## config.mk

```make
export PLATFORM = sky130hd
export DESIGN_NAME = avcc_record_to_annexb_flat
export DESIGN_NICKNAME = d
export VERILOG_FILES = /design/src/a2ab_pkg.sv /design/src/a2ab_in_if.sv /design/src/a2ab_out_if.sv /design/src/a2ab_parse.sv /design/src/avcc_record_to_annexb.sv /design/src/flat_wrapper.sv
export SDC_FILE = /design/constraint.sdc
export NUM_CORES = 1
export LEC_CHECK = 0
export ABC_AREA = 1
export BUFFER_PORTS_ARGS = -buffer_cell sky130_fd_sc_hd__buf_2
export CORE_ASPECT_RATIO = 0.75
export CORE_UTILIZATION = 55
export CTS_BUF_LIST = sky130_fd_sc_hd__clkbuf_8
export DETAILED_ROUTE_END_ITERATION = 7
export PLACE_DENSITY = 0.73
export RECOVER_POWER = 100
export SLEW_MARGIN = 20
export SYNTH_ARGS = -nofsm -noshare
export SYNTH_HDL_FRONTEND = slang
export SYNTH_SLANG_ARGS = --single-unit
export TNS_END_PERCENT = 100
```

## constraint.sdc

```tcl
create_clock -name clk_i -period 4.4 [get_ports clk_i]
set_clock_uncertainty 0.15 [all_clocks]
set_input_delay 0.44 -clock clk_i [delete_from_list [all_inputs] [get_ports clk_i]]
set_output_delay 0.44 -clock clk_i [all_outputs]
set_load 0.02 [all_outputs]
```

## src/a2ab_pkg.sv

```systemverilog
// shared types and constants for the avcc record to annex b converter
// no dependencies
`timescale 1ns / 1ps
`default_nettype none

package a2ab_pkg;

  localparam logic [7:0] AvccVersion = 8'd1;
  localparam logic [2:0] HeaderLastPos = 3'd5;
  localparam logic [7:0] SpsCountMask = 8'h1F;
  localparam logic [7:0] StartCodeLast = 8'h01;
  localparam logic [2:0] StartCodeLen = 3'd4;

  typedef enum logic [3:0] {
    PH_HEADER,
    PH_LEN_HI,
    PH_LEN_LO,
    PH_DATA,
    PH_PPS_COUNT
  } phase_e;

  typedef enum logic [1:0] {
    ST_DATA  = 2'd0,
    ST_DONE  = 2'd1,
    ST_BAD   = 2'd2,
    ST_TRUNC = 2'd3
  } status_e;

  // results caused by one input byte: optional start code, optional data
  // byte, optional trailing status result
  typedef struct packed {
    logic       sc;
    logic       dat;
    status_e    st;
    logic [7:0] data_byte;
    logic       kind;
    logic [7:0] idx;
    logic       uend;
  } burst_t;

endpackage

`default_nettype wire

```

## src/a2ab_in_if.sv

```systemverilog
// input byte channel: valid/ready with record byte and last flag
// no dependencies
`timescale 1ns / 1ps
`default_nettype none

interface a2ab_in_if;
  logic       valid;
  logic       ready;
  logic [7:0] in_byte;
  logic       in_last;

  modport source (output valid, output in_byte, output in_last, input ready);
  modport sink (input valid, input in_byte, input in_last, output ready);
endinterface

`default_nettype wire

```

## src/a2ab_out_if.sv

```systemverilog
// result channel: valid/ready with annex b byte and tags
// no dependencies
`timescale 1ns / 1ps
`default_nettype none

interface a2ab_out_if;
  logic       valid;
  logic       ready;
  logic [7:0] out_byte;
  logic       set_kind;
  logic [7:0] set_index;
  logic       unit_end;
  logic [1:0] status;
  logic       run_last;

  modport source (
    output valid, output out_byte, output set_kind, output set_index,
    output unit_end, output status, output run_last, input ready
  );
  modport sink (
    input valid, input out_byte, input set_kind, input set_index,
    input unit_end, input status, input run_last, output ready
  );
endinterface

`default_nettype wire

```

## src/a2ab_parse.sv

```systemverilog
// record parser: walks the avcc record state per accepted byte and
// describes the results that byte causes; uses a2ab_pkg
`timescale 1ns / 1ps
`default_nettype none

module a2ab_parse (
  input  wire logic            clk_i,
  input  wire logic            rst_ni,
  input  wire logic            accept_i,
  input  wire logic [7:0]      in_byte_i,
  input  wire logic            in_last_i,
  output a2ab_pkg::burst_t     burst_o
);

  a2ab_pkg::phase_e phase_q, phase_d;
  logic [2:0]  hpos_q, hpos_d;
  logic [7:0]  sets_q, sets_d;
  logic        kind_q, kind_d;
  logic [7:0]  idx_q, idx_d;
  logic [7:0]  lhi_q, lhi_d;
  logic [15:0] left_q, left_d;
  logic        fin_q, fin_d;
  logic        do_next;
  logic        do_unit;
  logic [15:0] len_w;

  always_comb begin
    phase_d = phase_q;
    hpos_d  = hpos_q;
    sets_d  = sets_q;
    kind_d  = kind_q;
    idx_d   = idx_q;
    lhi_d   = lhi_q;
    left_d  = left_q;
    fin_d   = fin_q;
    do_next = 1'b0;
    do_unit = 1'b0;
    len_w   = {lhi_q, in_byte_i};

    burst_o           = '0;
    burst_o.st        = a2ab_pkg::ST_DATA;
    burst_o.data_byte = in_byte_i;
    burst_o.kind      = kind_q;
    burst_o.idx       = idx_q;

    if (!fin_q) begin
      case (phase_q)
        a2ab_pkg::PH_HEADER: begin
          if (hpos_q == 3'd0 && in_byte_i != a2ab_pkg::AvccVersion) begin
            fin_d      = 1'b1;
            burst_o.st = a2ab_pkg::ST_BAD;
          end else if (hpos_q == a2ab_pkg::HeaderLastPos) begin
            sets_d  = in_byte_i & a2ab_pkg::SpsCountMask;
            kind_d  = 1'b0;
            idx_d   = 8'd0;
            do_next = 1'b1;
          end else begin
            hpos_d = hpos_q + 3'd1;
          end
        end
        a2ab_pkg::PH_LEN_HI: begin
          lhi_d   = in_byte_i;
          phase_d = a2ab_pkg::PH_LEN_LO;
        end
        a2ab_pkg::PH_LEN_LO: begin
          left_d       = len_w;
          burst_o.sc   = 1'b1;
          burst_o.uend = (len_w == 16'd0);
          if (len_w == 16'd0) begin
            do_unit = 1'b1;
          end else begin
            phase_d = a2ab_pkg::PH_DATA;
          end
        end
        a2ab_pkg::PH_DATA: begin
          left_d       = left_q - 16'd1;
          burst_o.dat  = 1'b1;
          burst_o.uend = (left_q == 16'd1);
          do_unit      = (left_q == 16'd1);
        end
        a2ab_pkg::PH_PPS_COUNT: begin
          sets_d  = in_byte_i;
          kind_d  = 1'b1;
          idx_d   = 8'd0;
          do_next = 1'b1;
        end
        default: begin
          phase_d = a2ab_pkg::PH_HEADER;
        end
      endcase
    end

    if (do_unit) begin
      sets_d  = sets_q - 8'd1;
      idx_d   = idx_q + 8'd1;
      do_next = 1'b1;
    end

    if (do_next) begin
      if (sets_d != 8'd0) begin
        phase_d = a2ab_pkg::PH_LEN_HI;
      end else if (!kind_d) begin
        phase_d = a2ab_pkg::PH_PPS_COUNT;
      end else begin
        fin_d      = 1'b1;
        burst_o.st = a2ab_pkg::ST_DONE;
      end
    end

    if (in_last_i) begin
      if (!fin_d) begin
        burst_o.st = a2ab_pkg::ST_TRUNC;
      end
      phase_d = a2ab_pkg::PH_HEADER;
      hpos_d  = 3'd0;
      sets_d  = 8'd0;
      kind_d  = 1'b0;
      idx_d   = 8'd0;
      lhi_d   = 8'd0;
      left_d  = 16'd0;
      fin_d   = 1'b0;
    end
  end

  always_ff @(posedge clk_i or negedge rst_ni) begin
    if (!rst_ni) begin
      phase_q <= a2ab_pkg::PH_HEADER;
      hpos_q  <= 3'd0;
      sets_q  <= 8'd0;
      kind_q  <= 1'b0;
      idx_q   <= 8'd0;
      lhi_q   <= 8'd0;
      left_q  <= 16'd0;
      fin_q   <= 1'b0;
    end else if (accept_i) begin
      phase_q <= phase_d;
      hpos_q  <= hpos_d;
      sets_q  <= sets_d;
      kind_q  <= kind_d;
      idx_q   <= idx_d;
      lhi_q   <= lhi_d;
      left_q  <= left_d;
      fin_q   <= fin_d;
    end
  end

endmodule

`default_nettype wire

```

## src/avcc_record_to_annexb.sv

```systemverilog
// avcc record to annex b converter, top level; uses a2ab_pkg,
// a2ab_in_if, a2ab_out_if and a2ab_parse
// A record byte is taken in every cycle while the second queue entry is
// free, which holds while the result side keeps up with single-result
// bytes; a length-low byte produces the four-byte start code burst, plus a
// status result when one follows. The parser updates its state in the cycle
// the byte is taken and hands a burst descriptor to a two-entry result queue,
// so one further result-causing byte is accepted while a burst is still
// draining. run_last marks the last result of each byte; status results
// carry zero data fields.
`timescale 1ns / 1ps
`default_nettype none

module avcc_record_to_annexb (
  input  wire logic    clk_i,
  input  wire logic    rst_ni,
  a2ab_in_if.sink      in_i,
  a2ab_out_if.source   out_o
);

  a2ab_pkg::burst_t burst;
  a2ab_pkg::burst_t head_q, head_d, spare_q, spare_d;
  logic       head_vld_q, head_vld_d, spare_vld_q, spare_vld_d;
  logic [2:0] pos_q, pos_d;
  logic       accept;
  logic       push;
  logic       out_fire;
  logic       pop;
  logic [2:0] n_res;
  logic       in_sc;
  logic       in_dat;
  logic       is_status;

  assign in_i.ready = !spare_vld_q;
  assign accept     = in_i.valid && !spare_vld_q;

  a2ab_parse u_parse (
    .clk_i     (clk_i),
    .rst_ni    (rst_ni),
    .accept_i  (accept),
    .in_byte_i (in_i.in_byte),
    .in_last_i (in_i.in_last),
    .burst_o   (burst)
  );

  assign push = accept && (burst.sc || burst.dat || burst.st != a2ab_pkg::ST_DATA);

  // output sequencing within the head burst
  always_comb begin
    n_res = (head_q.sc ? a2ab_pkg::StartCodeLen : 3'd0)
          + {2'd0, head_q.dat}
          + {2'd0, head_q.st != a2ab_pkg::ST_DATA};
    in_sc     = head_q.sc && (pos_q < a2ab_pkg::StartCodeLen);
    in_dat    = head_q.dat && (pos_q == 3'd0);
    is_status = !in_sc && !in_dat;

    out_o.valid    = head_vld_q;
    out_o.run_last = (pos_q == n_res - 3'd1);
    out_o.out_byte = 8'd0;
    out_o.unit_end = 1'b0;
    out_o.status   = a2ab_pkg::ST_DATA;
    out_o.set_kind = 1'b0;
    out_o.set_index = 8'd0;
    if (in_sc) begin
      out_o.out_byte = (pos_q == a2ab_pkg::StartCodeLen - 3'd1)
                     ? a2ab_pkg::StartCodeLast : 8'd0;
      out_o.unit_end = head_q.uend && (pos_q == a2ab_pkg::StartCodeLen - 3'd1);
    end else if (in_dat) begin
      out_o.out_byte = head_q.data_byte;
      out_o.unit_end = head_q.uend;
    end
    if (is_status) begin
      out_o.status = head_q.st;
    end else begin
      out_o.set_kind  = head_q.kind;
      out_o.set_index = head_q.idx;
    end
  end

  assign out_fire = head_vld_q && out_o.ready;
  assign pop      = out_fire && out_o.run_last;

  // two-entry burst queue
  always_comb begin
    head_d      = head_q;
    head_vld_d  = head_vld_q;
    spare_d     = spare_q;
    spare_vld_d = spare_vld_q;
    pos_d       = pos_q;
    if (pop) begin
      pos_d = 3'd0;
      if (spare_vld_q) begin
        head_d      = spare_q;
        spare_vld_d = push;
        spare_d     = burst;
      end else begin
        head_vld_d = push;
        head_d     = burst;
      end
    end else begin
      if (out_fire) begin
        pos_d = pos_q + 3'd1;
      end
      if (push) begin
        if (!head_vld_q) begin
          head_vld_d = 1'b1;
          head_d     = burst;
        end else begin
          spare_vld_d = 1'b1;
          spare_d     = burst;
        end
      end
    end
  end

  always_ff @(posedge clk_i or negedge rst_ni) begin
    if (!rst_ni) begin
      head_vld_q  <= 1'b0;
      spare_vld_q <= 1'b0;
      pos_q       <= 3'd0;
    end else begin
      head_vld_q  <= head_vld_d;
      spare_vld_q <= spare_vld_d;
      pos_q       <= pos_d;
    end
  end

  always_ff @(posedge clk_i) begin
    head_q  <= head_d;
    spare_q <= spare_d;
  end

endmodule

`default_nettype wire

```

## src/flat_wrapper.sv

```systemverilog
// flat-port wrapper written by rule: the top's interface ports become plain ports
module avcc_record_to_annexb_flat 
  (clk_i, rst_ni, in_i_valid, in_i_in_byte, in_i_in_last, in_i_ready, out_o_valid, out_o_out_byte, out_o_set_kind, out_o_set_index, out_o_unit_end, out_o_status, out_o_run_last, out_o_ready);
  a2ab_in_if in_i_i ();
  a2ab_out_if out_o_i ();
  input  wire logic clk_i;
  input  wire logic rst_ni;
  input wire logic [$bits(in_i_i.valid)-1:0] in_i_valid;
  input wire logic [$bits(in_i_i.in_byte)-1:0] in_i_in_byte;
  input wire logic [$bits(in_i_i.in_last)-1:0] in_i_in_last;
  output wire logic [$bits(in_i_i.ready)-1:0] in_i_ready;
  output wire logic [$bits(out_o_i.valid)-1:0] out_o_valid;
  output wire logic [$bits(out_o_i.out_byte)-1:0] out_o_out_byte;
  output wire logic [$bits(out_o_i.set_kind)-1:0] out_o_set_kind;
  output wire logic [$bits(out_o_i.set_index)-1:0] out_o_set_index;
  output wire logic [$bits(out_o_i.unit_end)-1:0] out_o_unit_end;
  output wire logic [$bits(out_o_i.status)-1:0] out_o_status;
  output wire logic [$bits(out_o_i.run_last)-1:0] out_o_run_last;
  input wire logic [$bits(out_o_i.ready)-1:0] out_o_ready;
  assign in_i_i.valid = in_i_valid;
  assign in_i_i.in_byte = in_i_in_byte;
  assign in_i_i.in_last = in_i_in_last;
  assign in_i_ready = in_i_i.ready;
  assign out_o_valid = out_o_i.valid;
  assign out_o_out_byte = out_o_i.out_byte;
  assign out_o_set_kind = out_o_i.set_kind;
  assign out_o_set_index = out_o_i.set_index;
  assign out_o_unit_end = out_o_i.unit_end;
  assign out_o_status = out_o_i.status;
  assign out_o_run_last = out_o_i.run_last;
  assign out_o_i.ready = out_o_ready;
  avcc_record_to_annexb u_core (.clk_i(clk_i), .rst_ni(rst_ni), .in_i(in_i_i), .out_o(out_o_i));
endmodule
```

Yosys cells after proc, flatten, opt, wreduce, memory -nomap -nowiden
Index checks and enable logic that the tools add are counted.
Widths: inputs -> output; s select.
{"block": "totals", "input_bits": 13, "elab_cells": 177, "ff_bits": 98, "output_inout_bits": 23}
{"block": "classes", "muxes": 88, "n_reduce_logical": 37, "addsub": 8, "order_cmp": 1, "n_eq_ne": 18}
{"op": "$mux 22", "count": 8}
{"op": "$mux 8", "count": 16}
{"op": "$mux 16", "count": 2}
{"op": "$pmux 16 s2", "count": 1}
{"op": "$pmux 8 s2", "count": 2}
{"op": "$mux 1", "count": 31}
{"op": "$mux 4", "count": 7}
{"op": "$mux 3", "count": 8}
{"op": "$eq 16x1->1 const B", "count": 1}
{"op": "$logic_not 16->1", "count": 1}
{"op": "$mux 2", "count": 8}
{"op": "$sub 16x1->16 const B", "count": 1}
{"op": "$reduce_bool 2->1", "count": 7}
{"op": "$pmux 4 s3", "count": 1}
{"op": "$ne 2x2->1 const B", "count": 5}
{"op": "$reduce_and 5->1", "count": 2}
{"op": "$logic_and 1x1->1", "count": 9}
{"op": "$reduce_and 3->1", "count": 3}
{"op": "$add 8x1->8 const B", "count": 1}
{"op": "$eq 4x2->1 const B", "count": 2}
{"op": "$ne 4x4->1 const B", "count": 2}
{"op": "$ne 8x1->1 const B", "count": 1}
{"op": "$pmux 1 s2", "count": 4}
{"op": "$reduce_bool 8->1", "count": 1}
{"op": "other kinds (20)", "count": 28}

Longest topological paths before layout
Gate-level depths: netlist (run 1).
{"block": "depth", "word_depth": 16, "mapped_depth": 17, "ltp_nobuf": 17}

Modules after synthesis
From an unflattened synthesis (run 1), not the netlist that was laid out.
{"block": "hier_totals", "hier_cells": 688, "hier_area_um2": 5888.1}
{"module": "a2ab_parse", "instances": 1, "cells_each": 462, "area_per_inst_um2": 3301.9}
{"module": "avcc_record_to_annexb", "instances": 1, "cells_each": 226, "area_per_inst_um2": 2586.2}

Worst setup path before layout (run 1)
Ideal clock, no wire load.
{"block": "synth_path", "path_type": "flip-flop to flip-flop", "startpoint": "register u_core.head_q[19] (netlist bit)", "endpoint": "register u_core.spare_q[0] (netlist bit), enable pin", "n_path_buf": 1, "path_slack_ns": 0.822, "path_stages_with_launch": 11, "required_time_ns": 3.842, "t_arrival_ns": 3.020, "path_cell_list": "edfxtp_1 -> nor2_1 -> ha_1 -> xor2_1 -> nand2_1 -> nor2_1 -> nand2_1 -> nor2_1 -> buf_2 -> a21oi_1 -> a21oi_1"}
{"block": "synth_via", "elab_chain_cells": 7, "word_cells_on_any_way": 9, "cone_classes": "add/sub: 2; eq/ne: 2; reduce/logical: 5"}
{"item": "from (decl)", "line": "avcc_record_to_annexb.sv:22", "text": "a2ab_pkg::burst_t head_q, head_d, spare_q, spare_d;"}
{"item": "from (signal assigned)", "line": "avcc_record_to_annexb.sv:129", "text": "head_q <= head_d;"}
{"item": "$reduce_bool 2->1 *", "line": "avcc_record_to_annexb.sv:52", "text": "+ {2'd0, head_q.st != a2ab_pkg::ST_DATA};"}
{"item": "$add 3x1->3 *", "line": "avcc_record_to_annexb.sv:52"}
{"item": "$sub 3x1->3 *", "line": "avcc_record_to_annexb.sv:58", "text": "out_o.run_last = (pos_q == n_res - 3'd1);"}
{"item": "$eq 3x3->1 *", "line": "avcc_record_to_annexb.sv:58"}
{"item": "via out_o_run_last", "line": "flat_wrapper.sv:18", "text": "output wire logic [$bits(out_o_i.run_last)-1:0] out_o_run_last;"}
{"item": "$logic_and 1x1->1 *", "line": "avcc_record_to_annexb.sv:81", "text": "assign pop = out_fire && out_o.run_last;"}
{"item": "$ne 2x1->1 (no source line) / $reduce_bool 2->1 (equally long branches)"}
{"item": "$reduce_and 3->1 (no source line) *"}
{"item": "to (signal assigned)", "line": "avcc_record_to_annexb.sv:130", "text": "spare_q <= spare_d;"}
{"item": "to (decl)", "line": "avcc_record_to_annexb.sv:22"}
Mark *: on every way through the listed nets, which the timed path passes. The rest lies on a longest branch.
A chain may end at the register's enable or synchronous reset.

==> results.cfg, run 1 <==
[worst_setup_path]
reg2reg_from = u_core.u_parse.phase_q[3]$_DFFE_PN0P_
path_depth = 15
crit_arrival_ns = 3.55
path_buf_inv = 4
critPathLaunchType = flip-flop
critPathMaxStageDelay_ns = 0.46
reg2reg_depth = 15
worst_setup_path_end_kind = flip-flop
critPathLaunch = u_core.u_parse.phase_q[3]$_DFFE_PN0P_
path_class = reg2reg
required_ns = 4.31
path_max_fanout = 23
path_delay_family = simple AND/OR/NAND/NOR gates
slowest_stage = nor2_1
cp_cell_sequence = nor2_1 > nand2_2 > nor2_4 > nand3_4 > nand2_4 > inv_1 > nand2_1 > inv_2 > or2_1 > inv_1 > nand3_1 > nand4_2 > nand2_2 > o21ai_0 > buf_4

[sta]
min_period_over_period = 0.8263
fmax_ghz = 0.2750
finalSetupTns_ns = 0
setup_viol = 0
hold_viol = 0
relSlewSlack = -0.9976
rsz0062_at_grt = false
worst_pin_slew_ns = 2.996
drv_slew = 55
finalCriticalPeriod_ns = 3.636

[job]
cap_violations = 1

[drt]
ant_nets = 0
drt-vias-per-instance = 5.484
drt_iter0_markers = 379
wl_um = 12780
drc_errors = 0
dr.pass1.iters = 5
dr_total_vias = 4486
post_drt_wl_per_cell_um = 15.62

[power]
power.density_nw_per_um2 = 279.8
ir_worst_vdd_mv = 0.2471
power_leakage_uw = 0.002650

[cells_and_area]
diodes = 0
nets = 709
mostFrequentLayoutCell = nand2_1
layout-drive-gt1-share = 0.07971
area_growth_pct = 8.239
fin_util = 0.6286
final_cell_mix = nand2_1 (129), inv_1 (97), nor2_1 (70)

[placement]
gp_congestion = 0.9552
post-dp-hpwl_um = 9664
portBuffers = 35

[synthesis]
syn_area_um2 = 5406
ys_seq_area_frac = 0.4943
postSynthAreaPerCell_um2 = 8.330
synth_cell_types = 44
synth_edf_count = 44
ys.flop_type = dfrtp_1
synthArstFlopShare = 0.5510
netlist_instances = 649
ys_warn_count = 0
netlist.area_leader.share = 0.2499
ys_ff_latch = 98
yosys.area.top_type = dfrtp_1
synth_fp_nets = 673
synth_area_leaders = dfrtp_1 (25%), edfxtp_1 (24%), nand2_1 (8.7%), inv_1 (6.6%), o21ai_0 (5.6%)

[clock_network]
post_cts_buffers = 0
cts_tree = yes
hold_buffers = 0
cts_root_buf = clkbuf_8
clock_sinks = 98
clk_path_buf_depth = 2
insertion_delay_ns = 0.37
clk_pin_slew_worst_paths_ns = 0.09
h-tree-depth = 3
cts-resized-gates = 0
numCtsBuffers = 9

[die]
start_util = 0.5808
fp.dieW_um = 116.5
num_io_pins = 36
core_area_um2 = 9309
dieArea_um2 = 10230
rows = 30
die_y_um = 87.86

[global_routing]
grt_first_pass_wirelength_um = 20720
grt_max_degree = 55
grt.total_usage = 0.2735
grt_overflow = 0
grt_pass1_vias = 4181
antenna_found_initial = 0

[min_path]
hold_depth = 1
holdCritStartpoint = in_i_in_byte[7]
hold_class = in2reg

[outcome]
status = complete, but fails checks
violations = max-capacitance violations, max-slew violations
cells by family after synthesis:
family / share of synthesized area
xor gates and xnor gates: 0.01782
adders and majority gates: 0.02546
buffers and inverters: 0.08470
AOI/OAI and AO/OA: 0.1331
and+or+nand+nor: 0.2446
DFF: 0.4943
cell usage after synthesis (6+ instances only):
| library cell | number |
|---|---|
| a21oi_1 | 33 |
| clkbuf_1 | 11 |
| dfrtp_1 | 54 |
| edfxtp_1 | 44 |
| ha_1 | 11 |
| inv_1 | 95 |
| nand2_1 | 126 |
| nand2_2 | 9 |
| nand3_1 | 28 |
| nand4_1 | 10 |
| nor2_1 | 69 |
| nor2_2 | 6 |
| nor2_4 | 8 |
| nor3_1 | 9 |
| o21ai_0 | 60 |
| o21ai_1 | 6 |
| o22ai_1 | 14 |
| xor2_1 | 10 |
flip-flops by register name, indices dropped and copies added, names as in the netlist:
name                    flops
u_core.u_parse.sets_q       8
u_core.u_parse.phase_q      4
u_core.head_q              22
u_core.spare_q             22
u_core.u_parse.kind_q       1
u_core.pos_q                3
u_core.out_o.valid          1
u_core.u_parse.left_q      16
u_core.spare_vld_q          1
u_core.u_parse.idx_q        8
u_core.u_parse.fin_q        1
u_core.u_parse.lhi_q        8
u_core.u_parse.hpos_q       3
report_power, final:
group	leakage (µW)	switching (µW)	internal, µW
registers	0.000941	0	952
clock network	0.000116	325	326
logic	0.00159	28.6	6.64
total	0.00265	353	1280
worst register-to-register path: stages, from the launching register on:
cell and delay (ns):
dfrtp_1 0.40, nor2_1 0.46, nand2_2 0.40, nor2_4 0.23, nand3_4 0.14, nand2_4 0.20
inv_1 0.11, nand2_1 0.11, inv_2 0.04, or2_1 0.19, inv_1 0.05, nand3_1 0.17
nand4_2 0.14, nand2_2 0.07, o21ai_0 0.16, buf_4 0.30
final timing paths:
kind | to | slack [ns]
max | u_core.head_q[7]$_DFFE_PP_ | 0.76
min | u_core.spare_q[17]$_DFFE_PP_ | 0.25
max reg2reg | u_core.head_q[7]$_DFFE_PP_ | 0.76
min reg2reg | u_core.spare_q[4]$_DFFE_PP_ | 0.34
max in group asynchronous | u_core.pos_q[1]$_DFFE_PN0P_ | 1.43
min in group asynchronous | u_core.u_parse.left_q[8]$_DFFE_PN0P_ | 0.99
metrics by stage:
step	power [µW]	instance area [µm²]	worst slack [ns]	std cells	hold slack, ns
floorplan	979.8	5406	0.8215	649	-0.005591
global placement	1008	5718	1.294	802	0.3231
detailed placement	1008	5718	1.175	802	0.3244
CTS	1653	5941	1.159	818	0.06719
global route	1685	5852	0.4831	818	0.2459
finish	1637	5852	0.7642	818	0.2477
final cells by class:
type,count,area [µm²]
flip-flops and latches,98,2673
well taps,128,160.2
inverters,103,386.6
clock inverters,7,98.84
clock buffers,9,123.9
fillers,843,3457
multi-input cells,433,2243
repair buffers,40,166.4
layer usage:
metal,track usage,share of wire
met1,0.4076,0.49
met2,0.4008,0.43
met5,0,0
met3,0.06644,0.080
met4,0.06760,0.0089
No activity file was read; power rests on OpenSTA's default activity.
==> run 2: changes to the inputs <==
==> constraint.sdc (replaced) <==
create_clock -name clk_i -period 3.8 [get_ports clk_i]
set_clock_uncertainty 0.15 [all_clocks]
set_input_delay 0.38 -clock clk_i [delete_from_list [all_inputs] [get_ports clk_i]]
set_output_delay 0.38 -clock clk_i [all_outputs]
set_load 0.02 [all_outputs]
==> run 2 against run 1 <==
The flow now finishes without violations. Critical endpoint is now u_core.spare_q[13]$_DFFE_PP_. Wire length rose by 1.7%. First-iteration DRC count grew 2.9%. Clock power grew 5.7%. Non-clock buffer count increased by 2. Power rose by 12%. Critical path depth shrank 1. Setup slack lost 0.34 ns. Sequential power grew 16%. Final cell count is 0.24% higher. Worst hold slack got worse by 0.078 ns.
==> results.cfg, run 2 (synthesized netlist as in run 1, its figures left out) <==
[global_routing]
grt_pass1_vias = 4123
antenna_found_initial = 0
grt.total_usage = 0.2740
grt_overflow = 0
grt_first_pass_wirelength_um = 20700
grt_max_degree = 30

[worst_setup_path]
reg2reg_from = u_core.u_parse.phase_q[3]$_DFFE_PN0P_
r2r-end = u_core.spare_q[13]$_DFFE_PP_
cp_cell_sequence = nor2_4 > nand2_2 > nor2_1 > nand3_4 > nand2_4 > nand2_1 > o21ai_1 > nand2_2 > nor2_4 > nand3_2 > nand4_2 > nand2_2 > a21oi_2 > buf_4
endpoint = u_core.spare_q[13]$_DFFE_PP_
critPathLaunch = u_core.u_parse.phase_q[3]$_DFFE_PN0P_
crit_arrival_ns = 3.28
rrSetupSlack_ns = 0.42
crit_top_cell = nand2_2
worst_setup_path_end_kind = flip-flop
reg2reg_depth = 14
critPathLaunchType = flip-flop
critPathMaxStageDelay_ns = 0.43
path_class = reg2reg
required_ns = 3.70
slowest_stage = dfrtp_1
path_max_fanout = 23

[placement]
portBuffers = 35
post-dp-hpwl_um = 9725
pre_cts_ws_ns = 0.6523
gp_congestion = 0.9158

[die]
start_util = 0.5808
dieArea_um2 = 10230
num_io_pins = 36
core_area_um2 = 9309
fp.dieW_um = 116.5
die_y_um = 87.86
rows = 30

[sta]
finalCriticalPeriod_ns = 3.380
rsz0062_at_grt = false
fin_ws_ns = 0.4195
worst_pin_slew_ns = 1.401
min_period_over_period = 0.8896
finalSetupTns_ns = 0
relSlewSlack = 0.06598
hold_viol = 0
drv_slew = 0
setup_viol = 0
fmax_ghz = 0.2958

[cells_and_area]
num-fill-cells = 845
final_cell_mix = nand2_1 (127), inv_1 (97), nor2_1 (72)
layout-drive-gt1-share = 0.08671
fin_util = 0.6297
top_regs = u_core.head_q x22, u_core.spare_q x22, u_core.u_parse.left_q x16
nets = 711
area_growth_pct = 8.424
mostFrequentLayoutCell = nand2_1
diodes = 0

[outcome]
status = finished, final reports clean

[min_path]
hold_class = in2reg
holdCritStartpoint = out_o_ready

[clock_network]
cts_root_buf = clkbuf_8
post_cts_buffers = 0
clock_sinks = 98
numCtsBuffers = 9
insertion_delay_ns = 0.37
h-tree-depth = 3
cts-resized-gates = 0
clk_pin_slew_worst_paths_ns = 0.09
clk_path_buf_depth = 2
cts_tree = yes

[drt]
drt-vias-per-instance = 5.585
wl_um = 12990
dr.pass1.iters = 5
drt_iter0_markers = 390
drc_errors = 0
post_drt_wl_per_cell_um = 15.85
dr_total_vias = 4580
ant_nets = 0

[power]
power_leakage_uw = 0.002648
power.density_nw_per_um2 = 312.6
total_power_uw = 1832
ir_worst_vdd_mv = 0.1815

[job]
cap_violations = 0
-- run 2: metrics by stage --
| stage | hold WS, ns | instances | instance area, µm² |
|---|---|---|---|
| finish | 0.1692 | 820 | 5862 |
| global route | 0.1861 | 820 | 5862 |
| CTS | 0.1151 | 820 | 5937 |
| detailed placement | 0.2741 | 803 | 5725 |
| global placement | 0.2743 | 803 | 5725 |
| floorplan | -0.06559 | 649 | 5406 |
-- run 2: worst max-delay path: cells and delay by family, from the launching register on --
kind,cells,cell delay (ns)
AO/OA/AOI/OAI,2,0.29
AND/OR/NAND/NOR,11,1.87
flip-flops,1,0.43
buffers and inverters,1,0.31
-- run 2: layer usage --
| layer | global-route usage | vias up | share of wire |
|---|---|---|---|
| li1 | - | 2220 | - |
| met1 | 0.4056 | 2182 | 0.48 |
| met2 | 0.4002 | 159 | 0.43 |
| met3 | 0.06713 | 19 | 0.073 |
| met4 | 0.07809 | 0 | 0.014 |
| met5 | 0 | - | 0 |
-- run 2: worst min path at each step --
stage                     cells past startpoint  slack (ns)                                   end
final                                         4        0.17           u_core.pos_q[0]$_DFFE_PN0P_
after global routing                          4        0.19           u_core.pos_q[0]$_DFFE_PN0P_
after detailed placement                      1        0.27  u_core.u_parse.hpos_q[0]$_DFFE_PN0P_
after floorplan                               0       -0.07        u_core.out_o.valid$_DFFE_PN0P_
after CTS                                     1        0.12          u_core.spare_q[17]$_DFFE_PP_
after global placement                        1        0.27  u_core.u_parse.hpos_q[0]$_DFFE_PN0P_
-- run 2: layout make-up --
class / instances / area, µm² / share of cell area
Sequential cell: 98 / 2673 / 0.4559
Multi-Input combinational cell: 433 / 2260 / 0.3855
Inverter: 103 / 386.6 / 0.06596
Timing Repair Buffer: 42 / 181.4 / 0.03095
Tap cell: 128 / 160.2 / 0.02732
Clock buffer: 9 / 123.9 / 0.02113
Clock inverter: 7 / 77.57 / 0.01323
-- run 2: repair_timing --
action                                  CTS  global route
endpoints found under the setup margin    0             0
endpoints found under the hold margin    25             0
hold buffers                              1             0
-- run 2: power by group --
part	switching (µW)	total (µW)	internal, µW	leakage, µW
combinational	34.0	42.4	8.37	0.00161
sequential	0	1100	1100	0.000941
clock	378	688	310	0.0000992
total	412	1830	1420	0.00265
